<file path="config.mk">
export PLATFORM = sky130hd
export DESIGN_NAME = cdfir_ctrl
export DESIGN_NICKNAME = d
export VERILOG_FILES = /design/src/design/cdfir_pkg.sv /design/src/design/cdfir_ctrl.sv
export SDC_FILE = /design/constraint.sdc
export NUM_CORES = 1
export LEC_CHECK = 0
export BUFFER_PORTS_ARGS = -buffer_cell sky130_fd_sc_hd__buf_2
export CORE_ASPECT_RATIO = 0.8
export CORE_MARGIN = 2
export CORE_UTILIZATION = 57
export DETAILED_ROUTE_END_ITERATION = 6
export GPL_ROUTABILITY_DRIVEN = 0
export PLACE_DENSITY = 0.75
export SLEW_MARGIN = 20
export SYNTH_ARGS = -nofsm -noshare
export SYNTH_HDL_FRONTEND = slang
export SYNTH_SLANG_ARGS = --single-unit
</file>
<file path="constraint.sdc">
create_clock -name clk -period 2.3 [get_ports clk]
set_clock_uncertainty 0.05 [all_clocks]
set_input_delay 0.23 -clock clk [delete_from_list [all_inputs] [get_ports clk]]
set_output_delay 0.23 -clock clk [all_outputs]
set_load 0.03 [all_outputs]
</file>
<file path="src/design/cdfir_pkg.sv">
`timescale 1ns / 1ps
// Shared types, constants and elaboration-time coefficient functions for the
// complex decimating FIR. No dependencies.
package cdfir_pkg;

	// Default build parameters
	localparam int DEF_TAPS      = 1025;
	localparam int DEF_DECIM     = 48;
	localparam int DEF_COEF_BITS = 18;

	// Sample format
	localparam int SAMPLE_W = 16;
	localparam logic signed [SAMPLE_W-1:0] SAMPLE_MAX = 16'sh7FFF;
	localparam logic signed [SAMPLE_W-1:0] SAMPLE_MIN = 16'sh8000;

	// Filter design constants (Q30 where noted)
	localparam longint unsigned FS_HZ       = 64'd192000;
	localparam longint unsigned FC_HZ       = 64'd1900;
	localparam longint unsigned TWO_FS_HZ   = 64'd2 * FS_HZ;
	localparam longint unsigned SINC_PEAK_Q30 = ((64'd2 * FC_HZ) << 30) / FS_HZ;
	localparam longint unsigned HALF_PI_Q30 = 64'd1686629713;
	localparam longint          PI_Q30      = 64'sd3373259426;
	localparam longint          WIN_A_Q30   = 64'sd579820585;
	localparam longint          WIN_B_Q30   = 64'sd493921239;

	// Controller states
	typedef enum logic [1:0] {
		ST_IDLE,
		ST_MAC,
		ST_DRAIN
	} cdfir_state_t;

	// Commands from the controller to the datapath
	typedef struct packed {
		logic wr_en;
		logic rd_en;
		logic rd_live;
		logic acc_clear;
		logic out_load;
	} cdfir_cmd_t;

	// Status from the datapath to the controller
	typedef struct packed {
		logic busy;
	} cdfir_status_t;

	// Unsigned quotient by shift and subtract, one bit per step
	function automatic longint unsigned cdfir_udiv(input longint unsigned num,
			input longint unsigned den);
		longint unsigned quo;
		longint unsigned rem;
		int              b;
		quo = 64'd0;
		rem = 64'd0;
		for (b = 63; b >= 0; b--) begin
			rem = (rem << 1) | ((num >> b) & 64'd1);
			if (rem >= den) begin
				rem = rem - den;
				quo = quo | (64'd1 << b);
			end
		end
		return quo;
	endfunction

	// Signed quotient, truncated toward zero
	function automatic longint cdfir_sdiv(input longint num, input longint den);
		longint unsigned qm;
		qm = cdfir_udiv($unsigned((num < 0) ? -num : num), $unsigned((den < 0) ? -den : den));
		return ((num < 0) != (den < 0)) ? -longint'(qm) : longint'(qm);
	endfunction

	// Sine of a 32-bit fraction of a turn, Q30, quarter-wave reduced Taylor series
	function automatic longint cdfir_sin_turn(input longint unsigned p);
		longint unsigned quad;
		longint unsigned r;
		longint unsigned a;
		longint unsigned a2;
		longint unsigned t;
		longint unsigned dv;
		longint          s;
		int              k;
		quad = p >> 30;
		r    = p & 64'h3FFF_FFFF;
		if (quad[0])
			r = 64'h4000_0000 - r;
		a  = (r * HALF_PI_Q30) >> 30;
		a2 = (a * a) >> 30;
		t  = a;
		s  = longint'(a);
		for (k = 1; k <= 6; k++) begin
			dv = longint'((2 * k) * (2 * k + 1));
			t  = cdfir_udiv((t * a2) >> 30, dv);
			if (k[0])
				s = s - longint'(t);
			else
				s = s + longint'(t);
		end
		return quad[1] ? -s : s;
	endfunction

	// Q30 product, rounded half away from zero
	function automatic longint cdfir_mul_q30(input longint a, input longint b);
		logic            neg;
		longint unsigned ua;
		longint unsigned ub;
		longint unsigned m;
		neg = (a < 0) != (b < 0);
		ua  = (a < 0) ? -a : a;
		ub  = (b < 0) ? -b : b;
		m   = (ua * ub + 64'd536870912) >> 30;
		return neg ? -longint'(m) : longint'(m);
	endfunction

	// Unnormalised windowed sinc tap, Q30
	function automatic longint cdfir_h(input int n, input int taps);
		longint          m;
		longint          x2;
		longint          s;
		longint          w;
		longint unsigned den;
		longint unsigned ax;
		longint unsigned num;
		longint unsigned p;
		longint unsigned nn;
		longint unsigned wp;
		m  = longint'(taps) - 64'sd1;
		nn = longint'(n);
		if (m > 0)
			den = m;
		else
			den = 64'd1;
		x2 = 64'sd2 * longint'(n) - m;
		ax = (x2 < 0) ? -x2 : x2;
		if (ax == 64'd0) begin
			s = longint'(SINC_PEAK_Q30);
		end else begin
			// Reduce the phase to one turn
			num = FC_HZ * ax;
			num = num - cdfir_udiv(num, TWO_FS_HZ) * TWO_FS_HZ;
			p   = cdfir_udiv(num << 32, TWO_FS_HZ) & 64'hFFFF_FFFF;
			s   = cdfir_sdiv(cdfir_sin_turn(p) * 64'sd2147483648, PI_Q30 * longint'(ax));
		end
		wp = (cdfir_udiv(nn << 32, den) + 64'h4000_0000) & 64'hFFFF_FFFF;
		w  = WIN_A_Q30 - cdfir_mul_q30(WIN_B_Q30, cdfir_sin_turn(wp));
		return cdfir_mul_q30(s, w);
	endfunction

	// Sum of all unnormalised taps, never below one
	function automatic longint cdfir_h_sum(input int taps);
		longint sum;
		int     n;
		sum = 64'sd0;
		for (n = 0; n < taps; n++)
			sum = sum + cdfir_h(n, taps);
		if (sum <= 0)
			sum = 64'sd1;
		return sum;
	endfunction

	// Normalised and saturated coefficient at Q1.(coef_bits-1)
	function automatic longint cdfir_coef(input int n, input int taps, input int coef_bits,
			input longint sum);
		longint          v;
		longint          sc;
		longint          lim;
		longint unsigned mag;
		longint unsigned su;
		longint unsigned c;
		v   = cdfir_h(n, taps);
		mag = (v < 0) ? -v : v;
		su  = sum;
		c   = cdfir_udiv((mag << (coef_bits - 1)) + (su >> 1), su);
		sc  = (v < 0) ? -longint'(c) : longint'(c);
		lim = 64'sd1 <<< (coef_bits - 1);
		if (sc > lim - 1)
			sc = lim - 1;
		if (sc < -lim)
			sc = -lim;
		return sc;
	endfunction

endpackage

</file>
<file path="src/design/cdfir_ctrl.sv">
`timescale 1ns / 1ps
// Controller for the complex decimating FIR: handshakes, history pointers,
// decimation count and the tap sequencer. Depends on cdfir_pkg.
module cdfir_ctrl import cdfir_pkg::*; #(
	parameter int TAPS  = DEF_TAPS,
	parameter int DECIM = DEF_DECIM
) (
	input  logic                       clk,
	input  logic                       arst_n,
	input  logic                       sample_valid,
	output logic                       sample_stall,
	output logic                       filtered_valid,
	input  logic                       filtered_stall,
	input  cdfir_status_t              status,
	output cdfir_cmd_t                 cmd,
	output logic [$clog2(TAPS)-1:0]    wr_addr,
	output logic [$clog2(TAPS)-1:0]    rd_addr,
	output logic [$clog2(TAPS)-1:0]    rom_addr
);

	localparam int PTR_W  = $clog2(TAPS);
	localparam int FILL_W = $clog2(TAPS + 1);
	localparam int DEC_W  = (DECIM > 1) ? $clog2(DECIM) : 1;
	localparam logic [PTR_W-1:0]  PTR_LAST  = PTR_W'(TAPS - 1);
	localparam logic [FILL_W-1:0] FILL_FULL = FILL_W'(TAPS);
	localparam logic [DEC_W-1:0]  DEC_LAST  = DEC_W'(DECIM - 1);

	cdfir_state_t      state_q;
	cdfir_state_t      state_nxt;
	logic [PTR_W-1:0]  wptr_q;
	logic [PTR_W-1:0]  wptr_nxt;
	logic [PTR_W-1:0]  rd_slot_q;
	logic [PTR_W-1:0]  tap_q;
	logic [FILL_W-1:0] fill_q;
	logic [DEC_W-1:0]  decim_q;
	logic              out_valid_q;
	logic              accept;
	logic              last_in;
	logic              out_free;

	// Request and output slot status
	assign accept   = sample_valid && (state_q == ST_IDLE);
	assign last_in  = (decim_q == DEC_LAST);
	assign out_free = !out_valid_q || !filtered_stall;
	assign wptr_nxt = (wptr_q == PTR_LAST) ? '0 : wptr_q + 1'b1;

	// Next state
	always_comb begin
		state_nxt = state_q;
		unique case (state_q)
			ST_IDLE: begin
				if (accept && last_in)
					state_nxt = ST_MAC;
			end
			ST_MAC: begin
				if (tap_q == PTR_LAST)
					state_nxt = ST_DRAIN;
			end
			ST_DRAIN: begin
				if (!status.busy && out_free)
					state_nxt = ST_IDLE;
			end
			default: state_nxt = ST_IDLE;
		endcase
	end

	// Commands and handshake outputs
	always_comb begin
		cmd            = '0;
		sample_stall   = 1'b1;
		filtered_valid = out_valid_q;
		wr_addr        = wptr_q;
		rd_addr        = rd_slot_q;
		rom_addr       = tap_q;
		unique case (state_q)
			ST_IDLE: begin
				sample_stall  = 1'b0;
				cmd.wr_en     = accept;
				cmd.acc_clear = accept && last_in;
			end
			ST_MAC: begin
				cmd.rd_en   = 1'b1;
				// Slots never written read as zero
				cmd.rd_live = (fill_q == FILL_FULL) || (FILL_W'(rd_slot_q) < fill_q);
			end
			ST_DRAIN: begin
				cmd.out_load = !status.busy && out_free;
			end
			default: ;
		endcase
	end

	// State register
	always_ff @(posedge clk or negedge arst_n) begin
		if (!arst_n) begin
			state_q <= ST_IDLE;
		end else begin
			state_q <= state_nxt;
		end
	end

	// Advance history pointers, decimation count and tap sequencer
	always_ff @(posedge clk or negedge arst_n) begin
		if (!arst_n) begin
			wptr_q    <= '0;
			rd_slot_q <= '0;
			tap_q     <= '0;
			fill_q    <= '0;
			decim_q   <= '0;
		end else begin
			if (accept) begin
				wptr_q <= wptr_nxt;
				if (fill_q != FILL_FULL)
					fill_q <= fill_q + 1'b1;
				if (last_in) begin
					decim_q   <= '0;
					rd_slot_q <= wptr_nxt;
					tap_q     <= '0;
				end else begin
					decim_q <= decim_q + 1'b1;
				end
			end
			if (state_q == ST_MAC) begin
				tap_q     <= tap_q + 1'b1;
				rd_slot_q <= (rd_slot_q == PTR_LAST) ? '0 : rd_slot_q + 1'b1;
			end
		end
	end

	// Hold the result until the downstream side takes it
	always_ff @(posedge clk or negedge arst_n) begin
		if (!arst_n) begin
			out_valid_q <= 1'b0;
		end else begin
			if (cmd.out_load)
				out_valid_q <= 1'b1;
			else if (!filtered_stall)
				out_valid_q <= 1'b0;
		end
	end

endmodule

</file>
==> key figures <==
Synth
  • Top_reg_cell synth: dfrtp_1
  • Post-synth top area share: 42.2%
  • Post-synth ARST share: 100%
  • Synth area leader: dfrtp_1
  • Yosys reg bits: 53
  • Post-synth cell types: 53
  • Area contributors post-synth: dfrtp_1 (42%), ha_1 (7.6%), o21ai_0 (4.9%)
  • Number of synthesized flops with an enable pin: 0
  • Synthesized area per cell: 9.30 um^2
  • Post-synth net total: 362
  • Mapped cell area: 3140 um^2
  • Cells after synthesis: 338
  • Synth Warn #: 0
  • Sequential area share after synthesis: 42.2%

Timing
  • Unrepaired setup endpoints after global routing: yes
  • Worst-Margin Slew: 564 ps
  • TNS Setup: 0 ps
  • Fmax: 443 MHz
  • Fin. Hold Viols: 0
  • Slew headroom: 62.3%
  • Fin crit period: 2250 ps
  • Final Max Slew Viols: 0
  • Worst Setup Slack, final: 45.0 ps
  • Final Setup Violations: 0
  • Share of the clock period used by the worst path: 98.0%

Clock network
  • Clk buf depth: 2
  • CTS tree: done
  • TritonCTS buffer count: 5
  • Root Buffer Master: clkbuf_8
  • H-tree level count: 2
  • Clock slew at reported path FFs: 90 ps
  • TritonCTS Sinks: 53
  • Clock latency at the later pin of the worst-skew pair: 310 ps

Floorplan
  • Initial core utilization: 58.5%
  • Core ar.: 5380 um^2
  • Site Rows: 24
  • Boundary pin count: 45
  • Die Y: 70.4 um
  • Chip Width: 87.0 um
  • Die area: 6130 um^2

Routing
  • Wire length per cell: 16.6 um
  • Top Metal Used: met4
  • Met3 WL: 474 um
  • Met1 WL: 3690 um
  • Vias per cell: 6.03
  • Number of antenna-violating nets in the routed design: 0
  • TritonRoute pass-1 iters: 5
  • Met2 WL: 3480 um
  • Detailed Route Iter0 Violations: 213
  • Routed WL: 7780 um
  • DR vias: 2829
  • DR DRC count: 0

Worst setup path
  • CP Launch Type: flop
  • Crit-path cells: buf_4, ha_1, a21o_1, a21o_1, a21oi_1, o21ai_0, a21oi_1, buf_4
  • Crit. End Element: output pin
  • WP data required: 2020 ps
  • Max FO, Critical Path: 9
  • Worst Path Class, Setup: flop to output pin
  • Slowest-stage cell, CP: dfrtp_1
  • CP arrival: 1970 ps
  • Critical Path Max Stage Delay: 400 ps

GRT
  • Gr usage total: 26.4%
  • Vias in the first global route: 2542
  • Global-route wire length before repair: 12500 um
  • Largest net degree at the start of global routing: 34
  • Antenna violations before repair: 0
  • Overflow after GRT: 0

Final layout
  • Nets: 427
  • # fillers: 425
  • Final core area utilization: 70.2%
  • Design Area, Final: 3770 um^2
  • Layout cell share with drive strength beyond 1: 23.5%
  • Antenna cells: 0
  • Syn-to-layout area delta: 20.0%

Worst hold path
  • HP Class: input pin to flop

Power
  • VDD IR max: 0.279 mV
  • PD cells: 450 nW/um^2
  • Power Total: 1700 uW
  • Static Leak: 0.00187 uW

Job
  • Max cap viols: 0

Place
  • I/O Buffers: 44
  • DP Area: 3510 um^2
  • Dpl ws: 166 ps
  • Dpl hpwl: 5610 um

Status
  • Run status: complete, no violations
## sequential cells by signal, indices dropped and copies added, names as in the netlist
signal / flops
decim_q: 6
rom_addr: 11
filtered_valid: 1
state_q: 2
fill_q: 11
rd_addr: 11
wr_addr: 11
## stage by stage
stage                     cells  hold slack [ps]
after floorplan             338             -116
after global placement      452              172
after detailed placement    452              179
after CTS                   461             86.9
after global routing        469             83.6
final                       469             79.6
## cell usage in the layout (no fill, tap or decap), types with 3 or more instances in the layout
master,Yosys,layout
a21oi_1,9,8
o21ai_0,31,30
nand2b_1,4,4
nand3_1,21,21
o31ai_1,5,5
clkbuf_8,0,5
ha_1,19,17
dfrtp_1,53,52
nor2_1,14,14
xor2_1,14,14
a31oi_1,5,5
xnor2_1,13,13
nand2_1,36,36
buf_4,3,24
nor3_1,8,8
a32oi_1,3,3
buf_2,0,43
and3_1,8,8
a21o_1,7,7
o21ai_1,3,4
nand4_1,10,10
inv_1,23,22
nor4_1,5,5
## routing by layer
layer,vias up,track usage [%]
met2,104,38.5
met3,15,5.08
met5,-,0
met1,1369,39.4
met4,0,8.85
li1,1341,-
## timing repair
action	CTS	global route
setup buffers	0	8
gates cloned	0	0
gates resized for setup	3	11
endpoints found under the hold margin	20	0
hold buffers	1	0
setup endpoints to repair	1	5
pin swaps	0	3
## where the power goes
part | switching, uW | total (uW) | internal (uW)
registers | 0 | 931 | 931
logic | 19.8 | 27.2 | 7.42
clock network | 306 | 738 | 432
## kinds of logic (layout without fill, tap and decap cells)
kind of cell | count (synthesis) | count (layout) | synth area share, %
flops | 53 | 53 | 42.2
mux | 1 | 1 | 0.318
xor+xnor | 27 | 27 | 7.52
compound gates | 82 | 82 | 17.3
fa+ha+maj | 19 | 19 | 7.56
simple gates | 118 | 118 | 19.4
buf+inv | 38 | 104 | 5.69
## synthesized netlist by cell type (all sizes together) (6+ instances only)
master / count
nand4: 10
clkbuf: 7
nor2: 14
a21o: 7
nand3: 21
nand2: 36
o21ai: 35
dfrtp: 53
inv: 24
xor2: 14
and3: 9
xnor2: 13
nor3: 8
a21oi: 9
ha: 19
buf: 6
## worst max-delay path: cells and delay by family, from the launching register on
family,cells,cell delay [ps]
AOI/OAI and AO/OA,5,720
adders and majority gates,1,190
buffers and inverters,2,360
DFF,1,400
## cell type report
cell class / count / area [um^2] / share of cell area, %
tap: 65 / 81.3 / 2.16
timing repair buffer: 71 / 448 / 11.9
sequential: 53 / 1330 / 35.2
inverter: 25 / 93.8 / 2.49
clock inverter: 3 / 65.1 / 1.72
clock buffer: 5 / 68.8 / 1.82
multi-input combinational: 247 / 1690 / 44.8
## final timing paths
kind	startpoint	to	slack, ps	cells past startpoint
worst max-delay path	rd_addr[7]	cmd[2]	50	8
worst min-delay path	filtered_stall	filtered_valid	80	2
worst max register to register	rd_addr[8]	rd_addr[1]	60	6
worst min register to register	filtered_valid	filtered_valid	450	1
max in group asynchronous	arst_n	fill_q[0]	1290	3
min in group asynchronous	arst_n	filtered_valid	360	2
Note: power is estimated with default switching activity, not from simulation.
